<file path="src/rtl/core/ipsp_pkg.sv">
// ----------------------------------------------------------------------------
// IPS patch parser package
// Shared payload types, parse phases and constants of the IPS patch parser.
// ----------------------------------------------------------------------------
package ipsp_pkg;

   localparam int unsigned AddrWidth       = 25;
   localparam int unsigned LengthWidth     = 16;
   localparam int unsigned HeaderLeftWidth = 3;
   localparam logic [23:0] EofMarker       = 24'h454F46;

   typedef struct packed {
      logic [7:0] patch_byte;
      logic       new_patch;
   } req_payload_type;

   typedef struct packed {
      logic [AddrWidth-1:0]   write_address;
      logic [LengthWidth-1:0] run_length;
      logic [7:0]             fill_byte;
      logic                   patch_done;
   } rsp_payload_type;

   typedef enum logic [2:0] {
      PH_HEADER  = 3'd0,
      PH_ADDR    = 3'd1,
      PH_SIZE    = 3'd2,
      PH_LITERAL = 3'd3,
      PH_RUNLEN  = 3'd4,
      PH_FILL    = 3'd5,
      PH_DONE    = 3'd6
   } phase_type;

   // Beat held in the input register.
   typedef struct packed {
      logic            valid;
      req_payload_type data;
   } item_type;

   // Result offered by the parser for the beat being consumed.
   typedef struct packed {
      logic            valid;
      rsp_payload_type data;
   } result_type;

endpackage

</file>
<file path="src/rtl/core/ipsp_stream_if.sv">
// ----------------------------------------------------------------------------
// IPS patch parser stream interface
// Valid/ready channel carrying one payload beat per handshake.
// ----------------------------------------------------------------------------
interface ipsp_stream_if #(
   parameter type payload_type = logic
);
   logic        valid;
   logic        ready;
   payload_type data;

   modport source (output valid, output data, input ready);
   modport sink   (input valid, input data, output ready);
endinterface

</file>
<file path="src/rtl/core/ipsp_in_reg.sv">
// ----------------------------------------------------------------------------
// IPS patch parser input register
// Registers each request beat; accepts a new beat when empty or whenever the held one leaves.
// ----------------------------------------------------------------------------
module ipsp_in_reg (
   input  logic              clock,
   input  logic              reset,
   ipsp_stream_if.sink       req_if,
   input  logic              take,
   output ipsp_pkg::item_type item
);

   logic                      valid_ff, valid_in;
   ipsp_pkg::req_payload_type data_ff;

   assign req_if.ready = !valid_ff || take;
   assign valid_in     = req_if.valid || (valid_ff && !take);

   always_ff @(posedge clock) begin
      if (reset) begin
         valid_ff <= 1'b0;
      end else if (req_if.ready) begin
         valid_ff <= valid_in;
      end
   end

   always_ff @(posedge clock) begin
      if (req_if.valid && req_if.ready) begin
         data_ff <= req_if.data;
      end
   end

   assign item.valid = valid_ff;
   assign item.data  = data_ff;

endmodule

</file>
<file path="src/rtl/core/ipsp_parser.sv">
// ----------------------------------------------------------------------------
// IPS patch parser core
// Parse state registers and the per-byte phase logic that forms each result.
// ----------------------------------------------------------------------------
module ipsp_parser #(
   parameter int unsigned HeaderBytes = 5
) (
   input  logic                 clock,
   input  logic                 reset,
   input  logic                 step,
   input  ipsp_pkg::item_type   item,
   output ipsp_pkg::result_type result
);

   localparam logic [ipsp_pkg::HeaderLeftWidth-1:0] HeaderInit =
      ipsp_pkg::HeaderLeftWidth'(HeaderBytes);

   ipsp_pkg::phase_type                    phase_ff, phase_in;
   logic [ipsp_pkg::HeaderLeftWidth-1:0]   header_left_ff, header_left_in;
   logic [ipsp_pkg::AddrWidth-1:0]         record_address_ff, record_address_in;
   logic [ipsp_pkg::LengthWidth-1:0]       record_size_ff, record_size_in;
   logic [1:0]                             field_byte_index_ff, field_byte_index_in;

   logic [7:0] b;
   logic       skip;

   assign b = item.data.patch_byte;

   always_ff @(posedge clock) begin
      if (reset) begin
         phase_ff            <= ipsp_pkg::PH_HEADER;
         header_left_ff      <= HeaderInit;
         record_address_ff   <= '0;
         record_size_ff      <= '0;
         field_byte_index_ff <= '0;
      end else if (step) begin
         phase_ff            <= phase_in;
         header_left_ff      <= header_left_in;
         record_address_ff   <= record_address_in;
         record_size_ff      <= record_size_in;
         field_byte_index_ff <= field_byte_index_in;
      end
   end

   always_comb begin
      phase_in            = phase_ff;
      header_left_in      = header_left_ff;
      record_address_in   = record_address_ff;
      record_size_in      = record_size_ff;
      field_byte_index_in = field_byte_index_ff;
      skip                = 1'b0;
      result              = '0;

      if (item.data.new_patch) begin
         phase_in            = ipsp_pkg::PH_HEADER;
         header_left_in      = HeaderInit;
         record_address_in   = '0;
         record_size_in      = '0;
         field_byte_index_in = '0;
      end

      // Once the header count has run out, the same beat is the first address byte.
      if (phase_in == ipsp_pkg::PH_HEADER) begin
         if (header_left_in != '0) begin
            header_left_in = header_left_in - 1'b1;
            skip           = 1'b1;
         end else begin
            phase_in            = ipsp_pkg::PH_ADDR;
            field_byte_index_in = '0;
         end
      end

      if (!skip) begin
         unique case (phase_in)
            ipsp_pkg::PH_ADDR: begin
               record_address_in = {1'b0, record_address_in[15:0], b};
               if (field_byte_index_in < 2'd2) begin
                  field_byte_index_in = field_byte_index_in + 1'b1;
               end else begin
                  field_byte_index_in = '0;
                  if (record_address_in[23:0] == ipsp_pkg::EofMarker) begin
                     phase_in               = ipsp_pkg::PH_DONE;
                     result.valid           = 1'b1;
                     result.data.patch_done = 1'b1;
                  end else begin
                     record_size_in = '0;
                     phase_in       = ipsp_pkg::PH_SIZE;
                  end
               end
            end
            ipsp_pkg::PH_SIZE: begin
               record_size_in = {record_size_in[7:0], b};
               if (field_byte_index_in == '0) begin
                  field_byte_index_in = 2'd1;
               end else begin
                  field_byte_index_in = '0;
                  phase_in = (record_size_in == '0) ? ipsp_pkg::PH_RUNLEN
                                                    : ipsp_pkg::PH_LITERAL;
               end
            end
            ipsp_pkg::PH_LITERAL: begin
               result.valid              = 1'b1;
               result.data.write_address = record_address_in;
               result.data.run_length    = ipsp_pkg::LengthWidth'(1);
               result.data.fill_byte     = b;
               record_address_in         = record_address_in + 1'b1;
               record_size_in            = record_size_in - 1'b1;
               if (record_size_in == '0) begin
                  phase_in          = ipsp_pkg::PH_ADDR;
                  record_address_in = '0;
               end
            end
            ipsp_pkg::PH_RUNLEN: begin
               record_size_in = {record_size_in[7:0], b};
               if (field_byte_index_in == '0) begin
                  field_byte_index_in = 2'd1;
               end else begin
                  field_byte_index_in = '0;
                  phase_in            = ipsp_pkg::PH_FILL;
               end
            end
            ipsp_pkg::PH_FILL: begin
               // A run of length zero writes nothing.
               if (record_size_in != '0) begin
                  result.valid              = 1'b1;
                  result.data.write_address = record_address_in;
                  result.data.run_length    = record_size_in;
                  result.data.fill_byte     = b;
               end
               phase_in          = ipsp_pkg::PH_ADDR;
               record_address_in = '0;
               record_size_in    = '0;
            end
            default: begin
               // Done phase: bytes are ignored until the next patch starts.
            end
         endcase
      end
   end

   a_done_enters_done_phase: assert property (
      @(posedge clock) disable iff (reset)
      step && result.valid && result.data.patch_done |=> phase_ff == ipsp_pkg::PH_DONE
   ) else $error("done result did not leave the parser in the done phase");

   a_done_phase_silent: assert property (
      @(posedge clock) disable iff (reset)
      phase_ff == ipsp_pkg::PH_DONE && !item.data.new_patch |-> !result.valid
   ) else $error("result produced after the end-of-patch marker");

   a_write_has_length: assert property (
      @(posedge clock) disable iff (reset)
      result.valid && !result.data.patch_done |-> result.data.run_length != '0
   ) else $error("write result with zero length");

   a_done_fields_clear: assert property (
      @(posedge clock) disable iff (reset)
      result.valid && result.data.patch_done |->
         result.data.write_address == '0 && result.data.run_length == '0
   ) else $error("done result carries a nonzero address or length");

endmodule

</file>
<file path="src/rtl/core/ipsp_out_reg.sv">
// ----------------------------------------------------------------------------
// IPS patch parser output register
// Holds one result beat until the response side takes it.
// ----------------------------------------------------------------------------
module ipsp_out_reg (
   input  logic                 clock,
   input  logic                 reset,
   input  logic                 load,
   input  ipsp_pkg::result_type result,
   output logic                 space,
   ipsp_stream_if.source        rsp_if
);

   logic                      valid_ff, valid_in;
   ipsp_pkg::rsp_payload_type data_ff;

   assign space    = !valid_ff || rsp_if.ready;
   assign valid_in = load ? result.valid : (valid_ff && !rsp_if.ready);

   always_ff @(posedge clock) begin
      if (reset) begin
         valid_ff <= 1'b0;
      end else begin
         valid_ff <= valid_in;
      end
   end

   always_ff @(posedge clock) begin
      if (load && result.valid) begin
         data_ff <= result.data;
      end
   end

   assign rsp_if.valid = valid_ff;
   assign rsp_if.data  = data_ff;

endmodule

</file>
<file path="src/rtl/core/ips_patch_stream_parser_unit.sv">
// ----------------------------------------------------------------------------
// IPS patch stream parser
// Parses an IPS patch byte stream into literal writes, run writes and done.
// ----------------------------------------------------------------------------
//  Channel   Direction  Beat contents
//  req_if    in         patch_byte, new_patch
//  rsp_if    out        write_address, run_length, fill_byte, patch_done
//
//  One byte is taken every cycle while the output register has space; a
//  beat is held in the input register and its result, if any, is loaded
//  into the output register through the single phase update between them.
//  Reset is synchronous and returns the parser to the header phase.
//  A stall on rsp_if holds the output beat and backs up into req_if.ready.
// ----------------------------------------------------------------------------
module ips_patch_stream_parser_unit #(
   parameter int unsigned HeaderBytes = 5
) (
   input  logic          clock,
   input  logic          reset,
   ipsp_stream_if.sink   req_if,
   ipsp_stream_if.source rsp_if
);

   ipsp_pkg::item_type   item;
   ipsp_pkg::result_type result;
   logic                 space;
   logic                 take;

   assign take = item.valid && space;

   ipsp_in_reg u_in_reg (
      .clock  (clock),
      .reset  (reset),
      .req_if (req_if),
      .take   (take),
      .item   (item)
   );

   ipsp_parser #(
      .HeaderBytes (HeaderBytes)
   ) u_parser (
      .clock  (clock),
      .reset  (reset),
      .step   (take),
      .item   (item),
      .result (result)
   );

   ipsp_out_reg u_out_reg (
      .clock  (clock),
      .reset  (reset),
      .load   (take),
      .result (result),
      .space  (space),
      .rsp_if (rsp_if)
   );

endmodule
</file>
<file path="src/flat_wrapper.sv">
// flat-port wrapper written by rule: the top's interface ports become plain ports
module ips_patch_stream_parser_unit_flat 
#(
   parameter int unsigned HeaderBytes = 5
)
  (clock, reset, req_if_valid, req_if_data, req_if_ready, rsp_if_valid, rsp_if_data, rsp_if_ready);
  ipsp_stream_if req_if_i ();
  ipsp_stream_if rsp_if_i ();
  input  logic clock;
  input  logic reset;
  input wire logic [$bits(req_if_i.valid)-1:0] req_if_valid;
  input wire logic [$bits(req_if_i.data)-1:0] req_if_data;
  output wire logic [$bits(req_if_i.ready)-1:0] req_if_ready;
  output wire logic [$bits(rsp_if_i.valid)-1:0] rsp_if_valid;
  output wire logic [$bits(rsp_if_i.data)-1:0] rsp_if_data;
  input wire logic [$bits(rsp_if_i.ready)-1:0] rsp_if_ready;
  assign req_if_i.valid = req_if_valid;
  assign req_if_i.data = req_if_data;
  assign req_if_ready = req_if_i.ready;
  assign rsp_if_valid = rsp_if_i.valid;
  assign rsp_if_data = rsp_if_i.data;
  assign rsp_if_i.ready = rsp_if_ready;
  ips_patch_stream_parser_unit #(.HeaderBytes(HeaderBytes)) u_core (.clock(clock), .reset(reset), .req_if(req_if_i), .rsp_if(rsp_if_i));
endmodule
</file>
<file path="config.mk">
export PLATFORM = sky130hd
export DESIGN_NAME = ips_patch_stream_parser_unit_flat
export DESIGN_NICKNAME = d
export VERILOG_FILES = /design/src/rtl/core/ipsp_pkg.sv /design/src/rtl/core/ipsp_stream_if.sv /design/src/rtl/core/ipsp_in_reg.sv /design/src/rtl/core/ipsp_parser.sv /design/src/rtl/core/ipsp_out_reg.sv /design/src/rtl/core/ips_patch_stream_parser_unit.sv /design/src/flat_wrapper.sv
export SDC_FILE = /design/constraint.sdc
export NUM_CORES = 1
export LEC_CHECK = 0
export BUFFER_PORTS_ARGS = -buffer_cell sky130_fd_sc_hd__buf_2
export CAP_MARGIN = 20
export CELL_PAD_IN_SITES_DETAIL_PLACEMENT = 1
export CELL_PAD_IN_SITES_GLOBAL_PLACEMENT = 2
export CORE_UTILIZATION = 39
export DETAILED_ROUTE_END_ITERATION = 8
export PLACE_DENSITY_LB_ADDON = 0.1
export SYNTH_ARGS = -nofsm -noshare
export SYNTH_HDL_FRONTEND = slang
export SYNTH_SLANG_ARGS = --single-unit
</file>
<file path="constraint.sdc">
create_clock -name clock -period 4.9 [get_ports clock]
set_input_delay 0.98 -clock clock [delete_from_list [all_inputs] [get_ports clock]]
set_output_delay 0.98 -clock clock [all_outputs]
set_load 0.02 [all_outputs]
</file>
==> reports/summary.txt, run 1 <==
Status: completed
Leading area contributor after synthesis: dfxtp_1
Fin crit share: 53.4%
ANT nets after route: 0
Final WL: 5.89 mm
Top-count cell post-synth: nor2_1
Vias in the first global route: 1874
Initial antenna violation count: 0
GR Overflow Total: 0
Largest net degree at the start of global routing: 32
Setup Skew: 0.00612 ns
Syn Inst Count: 275
Max transition margin: 58.8%
Pwr/cell area: 213 mW/mm^2
Type of the worst setup path: flop to flop
WP data arrival: 2.78 ns
I/O pin count: 8
Fraction of registers with async set or reset after synthesis: 0%
Routability congestion estimate: 0.818
Initial core utilization: 40.4%
Setup crit start kind: flop
Dpl hpwl: 4.17 mm
Layout cells sized above 1: 11.6%
Post-CTS Resized: 0
Top cells by count, synth: nor2_1, o21ai_0, dfxtp_1, nand2_1, a21oi_1
Detail Route met2 WL: 2.59 mm
Min Hold Slack: 0.509 ns
CTS Root Cell: clkbuf_8
First-pass GRT wire length: 9.78 mm
CTS tree: yes
Via count: 1963
CTS Buffer Depth: 2
DRT met1 WL: 3.17 mm
# port buffers: 6
Finished Core Util: 42.0%
Clk sinks: 27
Leak: 0.771 nW
Hold buffer count at CTS: 0
Required time of the critical path: 5.06 ns
Routed met3 length: 80 um
Max IR drop VDD: 0.124 mV
Fin crit period: 2.62 ns
Final Max Slew Viols: 0
First-pass detailed-route iteration total: 4
Seq cells post-synth: 27
All-Layer GR Usage: 23.2%
DR WL/cell: 17.5 um
Die X: 74.5 um
Clock-pin slew on the worst setup and hold paths: 0.10 ns
Syn nets: 285
Clk_lat worst skew: 0.28 ns
Setup_tns: 0 ns
Antenna diode count: 0
Synth-to-layout area growth: 4.09%
Drt drc: 0
Hold Path Class: flop to flop
Final Hold Fails: 0
Synth Cell Area: 0.00205 mm^2
Worst hold path stage count: 2
Number of max-cap violations: 0
Syn_area_per_cell: 7.45 um^2
# rows: 26
Final setup fails: 0
Critical Path Fanout Max: 13
Die ar.: 0.00555 mm^2
# H-tree levels: 1
Largest cells by area after synthesis: dfxtp_1, o21ai_0, nor2_1
Cell variety after synth: 62
Ys Warns: 0
Yosys top cell area share: 25.4%
Initial drt markers: 92
Fmax: 382 MHz
Setup Fix Bufs, Post-CTS: 0
Die Ht: 74.5 um
Final #Nets: 278
Number of flops mapped to enable cells by yosys: 1
RSZ-0062 raised after global routing: no
Synth Flop Type: dfxtp_1
Worst Tran Pin Value: 0.617 ns
CP endpoint kind: flop
TritonCTS buffer count: 3
Core Area: 0.00507 mm^2
Worst reg-to-reg path cell count: 8
Vias per std cell: 5.82
Sequential area share after synthesis: 26.9%
Top routing layer used: met4
==> worst max-delay path, stage by stage, from the launching register on <==
cell and delay, ns:
edfxtp_1 0.36, clkinv_1 0.27, nand2_1 0.19, ha_1 0.47, nor3b_1 0.37, a22o_2 0.28, or3b_1 0.37, nand4_1 0.11
a21oi_1 0.07
==> per-layer routing <==
layer	track usage, %	vias up
li1	-	989
met4	4.82	0
met1	35.5	950
met5	0	-
met2	34.6	19
met3	2.44	5
==> stage by stage <==
| stage | instance area, um^2 | total power [mW] | worst slack (ns) | std cells |
|---|---|---|---|---|
| global route | 2130 | 0.480 | 2.00 | 337 |
| CTS | 2130 | 0.459 | 2.28 | 337 |
| detailed placement | 2090 | 0.324 | 2.31 | 333 |
| floorplan | 2050 | 0.303 | 2.27 | 275 |
| finish | 2130 | 0.454 | 2.28 | 337 |
| global placement | 2090 | 0.323 | 2.31 | 333 |
==> placed cells by master (no fill, tap or decap), types with 5 or more instances in the layout <==
cell type  count
a21oi_1       21
a22oi_1        8
buf_2          6
dfxtp_1       26
ha_1           5
inv_1          7
nand2_1       22
nand2b_1       5
nand3_1        7
nor2_1        32
nor3_1         8
o21ai_0       27
==> layout make-up <==
cell class / count / area [um^2]
Clock buffer: 3 / 41.3
Fill cell: 658 / 2940
Timing Repair Buffer: 10 / 60.1
Clock inverter: 1 / 5.00
Sequential cell: 27 / 551
Multi-Input combinational cell: 218 / 1360
Tap cell: 70 / 87.6
Inverter: 8 / 30.0
==> cell families (layout without fill, tap and decap cells) <==
| kind of cell | after synthesis | in the layout | share of synthesized area, % |
|---|---|---|---|
| AO/OA/AOI/OAI | 92 | 92 | 29.4 |
| XOR/XNOR | 6 | 6 | 2.57 |
| adder cells (fa/ha/maj) | 5 | 5 | 3.05 |
| buffers and inverters | 30 | 22 | 6.84 |
| flip-flops | 27 | 27 | 26.9 |
| multiplexers | 1 | 1 | 0.489 |
| other | 1 | 1 | 0.183 |
| AND/OR/NAND/NOR | 113 | 113 | 30.6 |
==> state kept, by name, indices dropped and copies added (netlist names) <==
name / cells
u_core.u_parser.field_byte_index_ff: 2
u_core.u_parser.record_size_ff: 16
u_core.u_parser.header_left_ff: 3
u_core.u_out_reg.rsp_if.valid: 1
u_core.u_in_reg.item: 1
u_core.u_in_reg.valid_ff: 1
u_core.u_parser.phase_ff: 3
==> report_power, final <==
| part | internal [mW] | total (mW) | leakage (nW) | switching, mW |
|---|---|---|---|---|
| combinational | 0.0313 | 0.0815 | 0.524 | 0.0502 |
| sequential | 0.227 | 0.238 | 0.221 | 0.0104 |
| clock | 0.0572 | 0.134 | 0.0255 | 0.0770 |
| total | 0.316 | 0.454 | 0.771 | 0.138 |
==> worst paths after layout <==
check                                                                    start                                             end  slack [ns]
worst max-delay path                         u_core.u_in_reg.item[0]$_DFFE_PP_        u_core.u_out_reg.rsp_if.valid$_SDFF_PP0_        2.28
worst min-delay path            u_core.u_parser.header_left_ff[2]$_SDFFE_PP1P_  u_core.u_parser.header_left_ff[2]$_SDFFE_PP1P_        0.51
worst max register to register               u_core.u_in_reg.item[0]$_DFFE_PP_        u_core.u_out_reg.rsp_if.valid$_SDFF_PP0_        2.28
worst min register to register  u_core.u_parser.header_left_ff[2]$_SDFFE_PP1P_  u_core.u_parser.header_left_ff[2]$_SDFFE_PP1P_        0.51
No activity file was read; power rests on OpenSTA's default activity.
==> run 2, diff against run 1 <==
- CORE_UTILIZATION: 39 -> 33
- clock period: 4.9 -> 2.3 ns (I/O delays scaled with it)
==> run 2 against run 1 <==
Against the previous run: non-clock buffer count grew 25; clock power rose by 120%; largest cell class unchanged; clock skew about the same; setup slack lost 2.1 ns; cell count grew 8.9%; wire length up 16%; power up 120%; sequential power rose by 110%; first-iteration DRC count is 23% higher; critical path depth rose by 1; core utilization down 2.9 points; hold slack worse by 0.17 ns; largest power group unchanged.
==> reports/summary.txt, run 2 (synthesis gave the netlist of run 1 again) <==
Hold Path Class: primary input to flop
Post-CTS Resized: 0 (unchanged)
Setup Skew: 0.00640 ns (+0.000276 ns)
Clk_lat worst skew: 0.29 ns (about the same)
Critical path's largest stage delay: 0.42 ns (-0.05 ns)
DR WL/cell: 18.6 um (+6.4%)
Die X: 80.8 um (+8.5%)
Drt drc: 0 (unchanged)
Leak: 0.900 nW (+17%)
Layout cells sized above 1: 19.5% (+7.9 points)
Required time of the critical path: 2.48 ns (-2.58 ns)
# port buffers: 6 (unchanged)
Critical Path Fanout Max: 18 (+5)
Clock-pin slew on the worst setup and hold paths: 0.11 ns (about the same)
Die ar.: 0.00653 mm^2 (+18%)
Max reg flops: 16 (unchanged)
Die Ht: 80.8 um (+8.5%)
Pwr/cell area: 431 mW/mm^2 (+100%)
Final Hold Fails: 0 (unchanged)
Dpl ws: 0.204 ns (-2.10 ns)
Setup slack after layout: 0.186 ns (-2.10 ns)
Max IR drop VDD: 0.204 mV (+65%)
Top Family by Delay on Critical Path: compound AO/OA/AOI/OAI gates
Antenna diode count: 0 (unchanged)
Number of max-cap violations: 0 (unchanged)
Number of fill cells: 774 (+18%)
All-Layer GR Usage: 22.4% (-0.74 points)
CTS Root Cell: clkbuf_8
Synth-to-layout area growth: 13.8%
CTS Buffer Depth: 2 (unchanged)
Via count: 2118 (+7.9%)
Initial core utilization: 34.4% (-6.0 points)
Dpl hpwl: 5.07 mm (+22%)
Final Max Slew Viols: 0 (unchanged)
Fin crit share: 91.9% (+38 points)
Vias per std cell: 5.77 (-0.92%)
Initial drt markers: 113 (+23%)
I/O pin count: 8 (unchanged)
RSZ-0062 raised after global routing: no
Final setup fails: 0 (unchanged)
# H-tree levels: 1 (unchanged)
GR Overflow Total: 0 (unchanged)
Final WL: 6.82 mm (+16%)
Status: completed
Finished Core Util: 39.1% (-2.9 points)
Largest reg by FF count: u_core.u_parser.record_size_ff
Min Hold Slack: 0.342 ns (-0.167 ns)
TritonCTS buffer count: 3 (unchanged)
Type of the worst setup path: flop to flop
Vias in the first global route: 2044 (+9.1%)
Initial antenna violation count: 0 (unchanged)
Top Registers: u_core.u_parser.record_size_ff: 16 flops, u_core.u_parser.header_left_ff: 3 flops, u_core.u_parser.phase_ff: 3 flops
CP bufs+invs: 1 (unchanged)
# rows: 28 (+7.7%)
CTS tree: yes
Core Area: 0.00596 mm^2 (+17%)
Largest net degree at the start of global routing: 21 (-34%)
Fin crit period: 2.11 ns (-0.504 ns)
First-pass GRT wire length: 11.0 mm (+13%)
Final #Nets: 303 (+9.0%)
CP endpoint kind: flop
CP cell instances: buf_4, nor2_1, ha_1, ha_1, o21ba_2, a21oi_1, o21ai_0, a22oi_1, nor2_1
Routability congestion estimate: 0.902 (+10%)
WP data arrival: 2.29 ns (-0.49 ns)
Setup crit start kind: flop
ANT nets after route: 0 (unchanged)
Clk sinks: 27 (unchanged)
Fmax: 473 MHz (+24%)
Setup Fix Bufs, Post-CTS: 0 (unchanged)
Hold buffer count at CTS: 0 (unchanged)
Commonest non-fill, non-tap cell in the layout: nor2_1
Most frequent cells in the layout: nor2_1, buf_4, o21ai_0, dfxtp_1, nand2_1
First-pass detailed-route iteration total: 4 (unchanged)
Setup_tns: 0 ns (unchanged)
CP max stage cell: edfxtp_1
run 2: changes by cell type in the layout (fill, tap and decap cells not counted):
cell	change
nor3b_1	-1
clkbuf_1	+1
buf_4	+25
nor3b_2	+1
clkinv_1	-1
run 2: final cells by class:
class	count	area, um^2	area share [%]
repair buffers	35	248	10.6
clock buffers	4	45.0	1.93
multi-input cells	218	1360	58.5
flip-flops and latches	27	551	23.6
inverters	8	31.3	1.34
well taps	75	93.8	4.03
run 2: metrics by stage:
stage	area, um^2	power, mW	cells
global placement	2290	0.714	363
floorplan	2060	0.648	275
CTS	2330	1.02	367
global route	2330	1.06	367
detailed placement	2290	0.714	363
finish	2330	1.00	367
run 2: worst paths after layout:
check                                                               startpoint                                             endpoint  slack [ns]  cells after the start
worst max-delay path                         u_core.u_in_reg.item[0]$_DFFE_PP_  u_core.u_parser.field_byte_index_ff[1]$_SDFFE_PP0P_        0.19                      9
worst min register to register  u_core.u_parser.header_left_ff[2]$_SDFFE_PP1P_       u_core.u_parser.header_left_ff[2]$_SDFFE_PP1P_        0.52                      2
worst min-delay path                                               req_if_data                    u_core.u_in_reg.item[0]$_DFFE_PP_        0.34                      1
worst max register to register               u_core.u_in_reg.item[0]$_DFFE_PP_  u_core.u_parser.field_byte_index_ff[1]$_SDFFE_PP0P_        0.19                      9
run 2: metal layers:
metal / vias to the layer above / part of all wire [%] / track usage [%] / routed length [um]
li1: 1035 / - / - / -
met2: 39 / 43 / 34.2 / 2940
met3: 5 / 4.0 / 2.02 / 273
met1: 1039 / 52 / 33.8 / 3560
met5: - / 0 / 0 / 0
met4: 0 / 0.75 / 4.82 / 51
run 2: report_power, final:
group	leakage, nW	switching [mW]	total (mW)	internal [mW]
sequential	0.221	0.0159	0.501	0.485
combinational	0.656	0.123	0.205	0.0813
clock	0.0228	0.174	0.299	0.125
==> run 3, diff against run 2 <==
--- a/config.mk
+++ b/config.mk
@@ -11,5 +11,7 @@
 export CELL_PAD_IN_SITES_GLOBAL_PLACEMENT = 2
 export CORE_UTILIZATION = 33
+export CTS_CLUSTER_SIZE = 25
 export DETAILED_ROUTE_END_ITERATION = 8
+export HOLD_SLACK_MARGIN = 0.06
 export PLACE_DENSITY_LB_ADDON = 0.1
 export SYNTH_ARGS = -nofsm -noshare
==> constraint.sdc (replaced) <==
create_clock -name clock -period 2.3 [get_ports clock]
set_input_delay 0.115 -clock clock [delete_from_list [all_inputs] [get_ports clock]]
set_output_delay 0.115 -clock clock [all_outputs]
set_load 0.02 [all_outputs]
==> run 3 against run 2 <==
Against the previous run: clock skew is 0.0061 ns higher; wire length is 0.29% higher; power is 0.23% higher; critical endpoint is now u_core.u_parser.phase_ff[1]$_SDFFE_PP0P_; largest power group unchanged; highest routed layer unchanged.
==> reports/summary.txt, run 3 (synthesis gave the netlist of run 1 again) <==
Fin crit share: 93.1% (+1.2 points)
CTS Buffer Depth: 2 (unchanged)
DR WL/cell: 18.6 um (+0.29%)
Worst flop-to-flop path endpoint: u_core.u_parser.phase_ff[1]$_SDFFE_PP0P_
Dpl hpwl: 5.02 mm (-1.0%)
Leak: 0.901 nW (about the same)
Final Hold Fails: 0 (unchanged)
Top Family by Delay on Critical Path: simple AND/OR/NAND/NOR gates
CP cell instances: clkinv_2, nand2_1, ha_1, buf_4, and3b_1, a31oi_1, nor4_1, nand4_1, o21ai_2, a221oi_2
Number of max-cap violations: 0 (unchanged)
Critical Path Fanout Max: 9 (-9)
Final setup fails: 0 (unchanged)
Global route hottest layer: met2
Number of fill cells: 768 (-0.78%)
Clk_lat worst skew: 0.29 ns (about the same)
Placement Cell Area: 0.00227 mm^2 (-0.66%)
Clock share of power: 30.0% (+0.2 points)
Pwr Total: 1.01 mW (+0.23%)
CP max stage cell: edfxtp_1
TritonCTS buffer count: 3 (unchanged)
Combinational share of power: 20.3% (about the same)
Fin cells: 367 (unchanged)
Clk sinks: 27 (unchanged)
Routing usage on met2: 35.0% (+0.76 points)
Top Registers: u_core.u_parser.record_size_ff: 16 flops, u_core.u_parser.header_left_ff: 3 flops, u_core.u_parser.phase_ff: 3 flops
GR Overflow Total: 0 (unchanged)
Max IR drop VDD: 0.205 mV (+0.25%)
Final WL: 6.84 mm (+0.29%)
Fin crit period: 2.14 ns (+0.0283 ns)
Most frequent cells in the layout: nor2_1, o21ai_0, buf_4, dfxtp_1, nand2_1
CTS tree: yes
Via count: 2088 (-1.4%)
WP data arrival: 2.32 ns (+0.03 ns)
Initial core utilization: 34.4% (unchanged)
Max reg flops: 16 (unchanged)
WP depth: 10 (+1)
P_int: 0.689 mW (-0.31%)
Setup crit start kind: flop
RSZ-0062 raised after global routing: no
First-pass GRT wire length: 11.3 mm (+2.1%)
Clock-pin slew on the worst setup and hold paths: 0.10 ns (about the same)
Core Area: 0.00596 mm^2 (unchanged)
Met3 Use GR: 2.58% (+0.56 points)
Sw power: 0.318 mW (+1.4%)
Largest net degree at the start of global routing: 22 (+4.8%)
CP endpoint kind: flop
Fmax: 467 MHz (-1.3%)
Sequential Power Share: 49.6% (-0.2 points)
All-Layer GR Usage: 23.0% (+0.57 points)
I/O pin count: 8 (unchanged)
Type of the worst setup path: flop to flop
Initial drt markers: 95 (-16%)
First-pass detailed-route iteration total: 4 (unchanged)
Initial antenna violation count: 0 (unchanged)
Critical Path End: u_core.u_parser.phase_ff[1]$_SDFFE_PP0P_
FF-to-FF setup slack: 0.16 ns (-0.03 ns)
Critical path's largest stage delay: 0.39 ns (-0.03 ns)
Status: completed
CP bufs+invs: 2 (+1)
Routability congestion estimate: 0.842 (-6.6%)
Vias per std cell: 5.69 (-1.4%)
Dpl cells: 361 (-0.55%)
Post-CTS Resized: 0 (unchanged)
Final #Nets: 303 (unchanged)
Pwr/cell area: 431 mW/mm^2 (about the same)
Final Max Slew Viols: 0 (unchanged)
Layout cells sized above 1: 19.2% (-0.34 points)
Vias in the first global route: 2101 (+2.8%)
Critical R2R Launch: u_core.u_in_reg.item[0]$_DFFE_PP_
ANT nets after route: 0 (unchanged)
# H-tree levels: 1 (unchanged)
Synth-to-layout area growth: 14.1%
Largest reg by FF count: u_core.u_parser.record_size_ff
Antenna diode count: 0 (unchanged)
Die Ht: 80.8 um (unchanged)
Worst reg-to-reg path cell count: 10 (+1)
CTS Root Cell: clkbuf_8
Drt drc: 0 (unchanged)
# port buffers: 6 (unchanged)
Met1 Usage GRT: 33.5% (-0.27 points)
Commonest non-fill, non-tap cell in the layout: nor2_1
Die X: 80.8 um (unchanged)
Required time of the critical path: 2.47 ns (about the same)
Switching Share: 31.6% (+0.37 points)
Hold Path Class: primary input to flop
Crit path from: u_core.u_in_reg.item[0]$_DFFE_PP_
Setup_tns: 0 ns (unchanged)
Hold buffer count at CTS: 2 (+2)
Final Cell Area: 0.00234 mm^2 (+0.27%)
Setup Skew: 0.0125 ns (+0.00609 ns)
Setup Fix Bufs, Post-CTS: 0 (unchanged)
Die ar.: 0.00653 mm^2 (unchanged)
# rows: 28 (unchanged)
## run 3: cell count changes in the layout (fill, tap and decap cells not counted), sizes merged
| cell | before | now |
|---|---|---|
| buf | 35 | 33 |
| clkbuf | 4 | 3 |
| clkinv | 1 | 2 |
| dlygate4sd3 | 0 | 2 |
## run 3: worst min-delay path by stage
stage	slack (ns)	start	cells past startpoint	to
floorplan	0.21	req_if_data	0	u_core.u_in_reg.item[0]$_DFFE_PP_
CTS	0.13	reset	3	u_core.u_parser.header_left_ff[0]$_SDFFE_PP1P_
global route	0.15	rsp_if_ready	3	u_core.u_out_reg.rsp_if.valid$_SDFF_PP0_
detailed placement	0.30	req_if_data	1	u_core.u_in_reg.item[0]$_DFFE_PP_
finish	0.14	reset	3	u_core.u_parser.header_left_ff[0]$_SDFFE_PP1P_
global placement	0.30	req_if_data	1	u_core.u_in_reg.item[0]$_DFFE_PP_
## run 3: metal layers
layer  vias up  wire length (um)
met5         -                 0
met4         0                79
met3         7               168
met2        29              2990
met1      1012              3610
li1       1040                 -
## run 3: cell type report
type	instances	area [um^2]	area share, %
clock buffers	3	41.3	1.77
clock inverters	1	5.00	0.214
inverters	8	31.3	1.34
multi-input cells	218	1360	58.3
flip-flops and latches	27	551	23.6
well taps	75	93.8	4.01
repair buffers	35	253	10.8
## run 3: worst reg2reg max path, cell delays in order, from the launching register on
cell	delay, ns
edfxtp_1	0.39
clkinv_2	0.11
nand2_1	0.12
ha_1	0.26
buf_4	0.20
and3b_1	0.16
a31oi_1	0.04
nor4_1	0.36
nand4_1	0.16
o21ai_2	0.18
a221oi_2	0.07
## run 3: power groups by stage
| stage | clock [mW] | sequential, mW | combinational [mW] |
|---|---|---|---|
| 3_3_place_gp | 0 | 0.511 | 0.204 |
| 2_1_floorplan | 0 | 0.506 | 0.142 |
| 4_1_cts | 0.317 | 0.499 | 0.205 |
| 3_5_place_dp | 0 | 0.510 | 0.202 |
| 6_report | 0.302 | 0.500 | 0.205 |
| 5_1_grt | 0.330 | 0.502 | 0.229 |
## run 3: per-stage QoR
stage,utilization (%),hold slack [ns],setup slack [ns]
finish,39.2,0.135,0.158
global route,39.2,0.150,0.0131
CTS,39.2,0.129,0.193
detailed placement,38.1,0.304,0.208
global placement,38.1,0.304,0.218
floorplan,-,0.214,0.0317
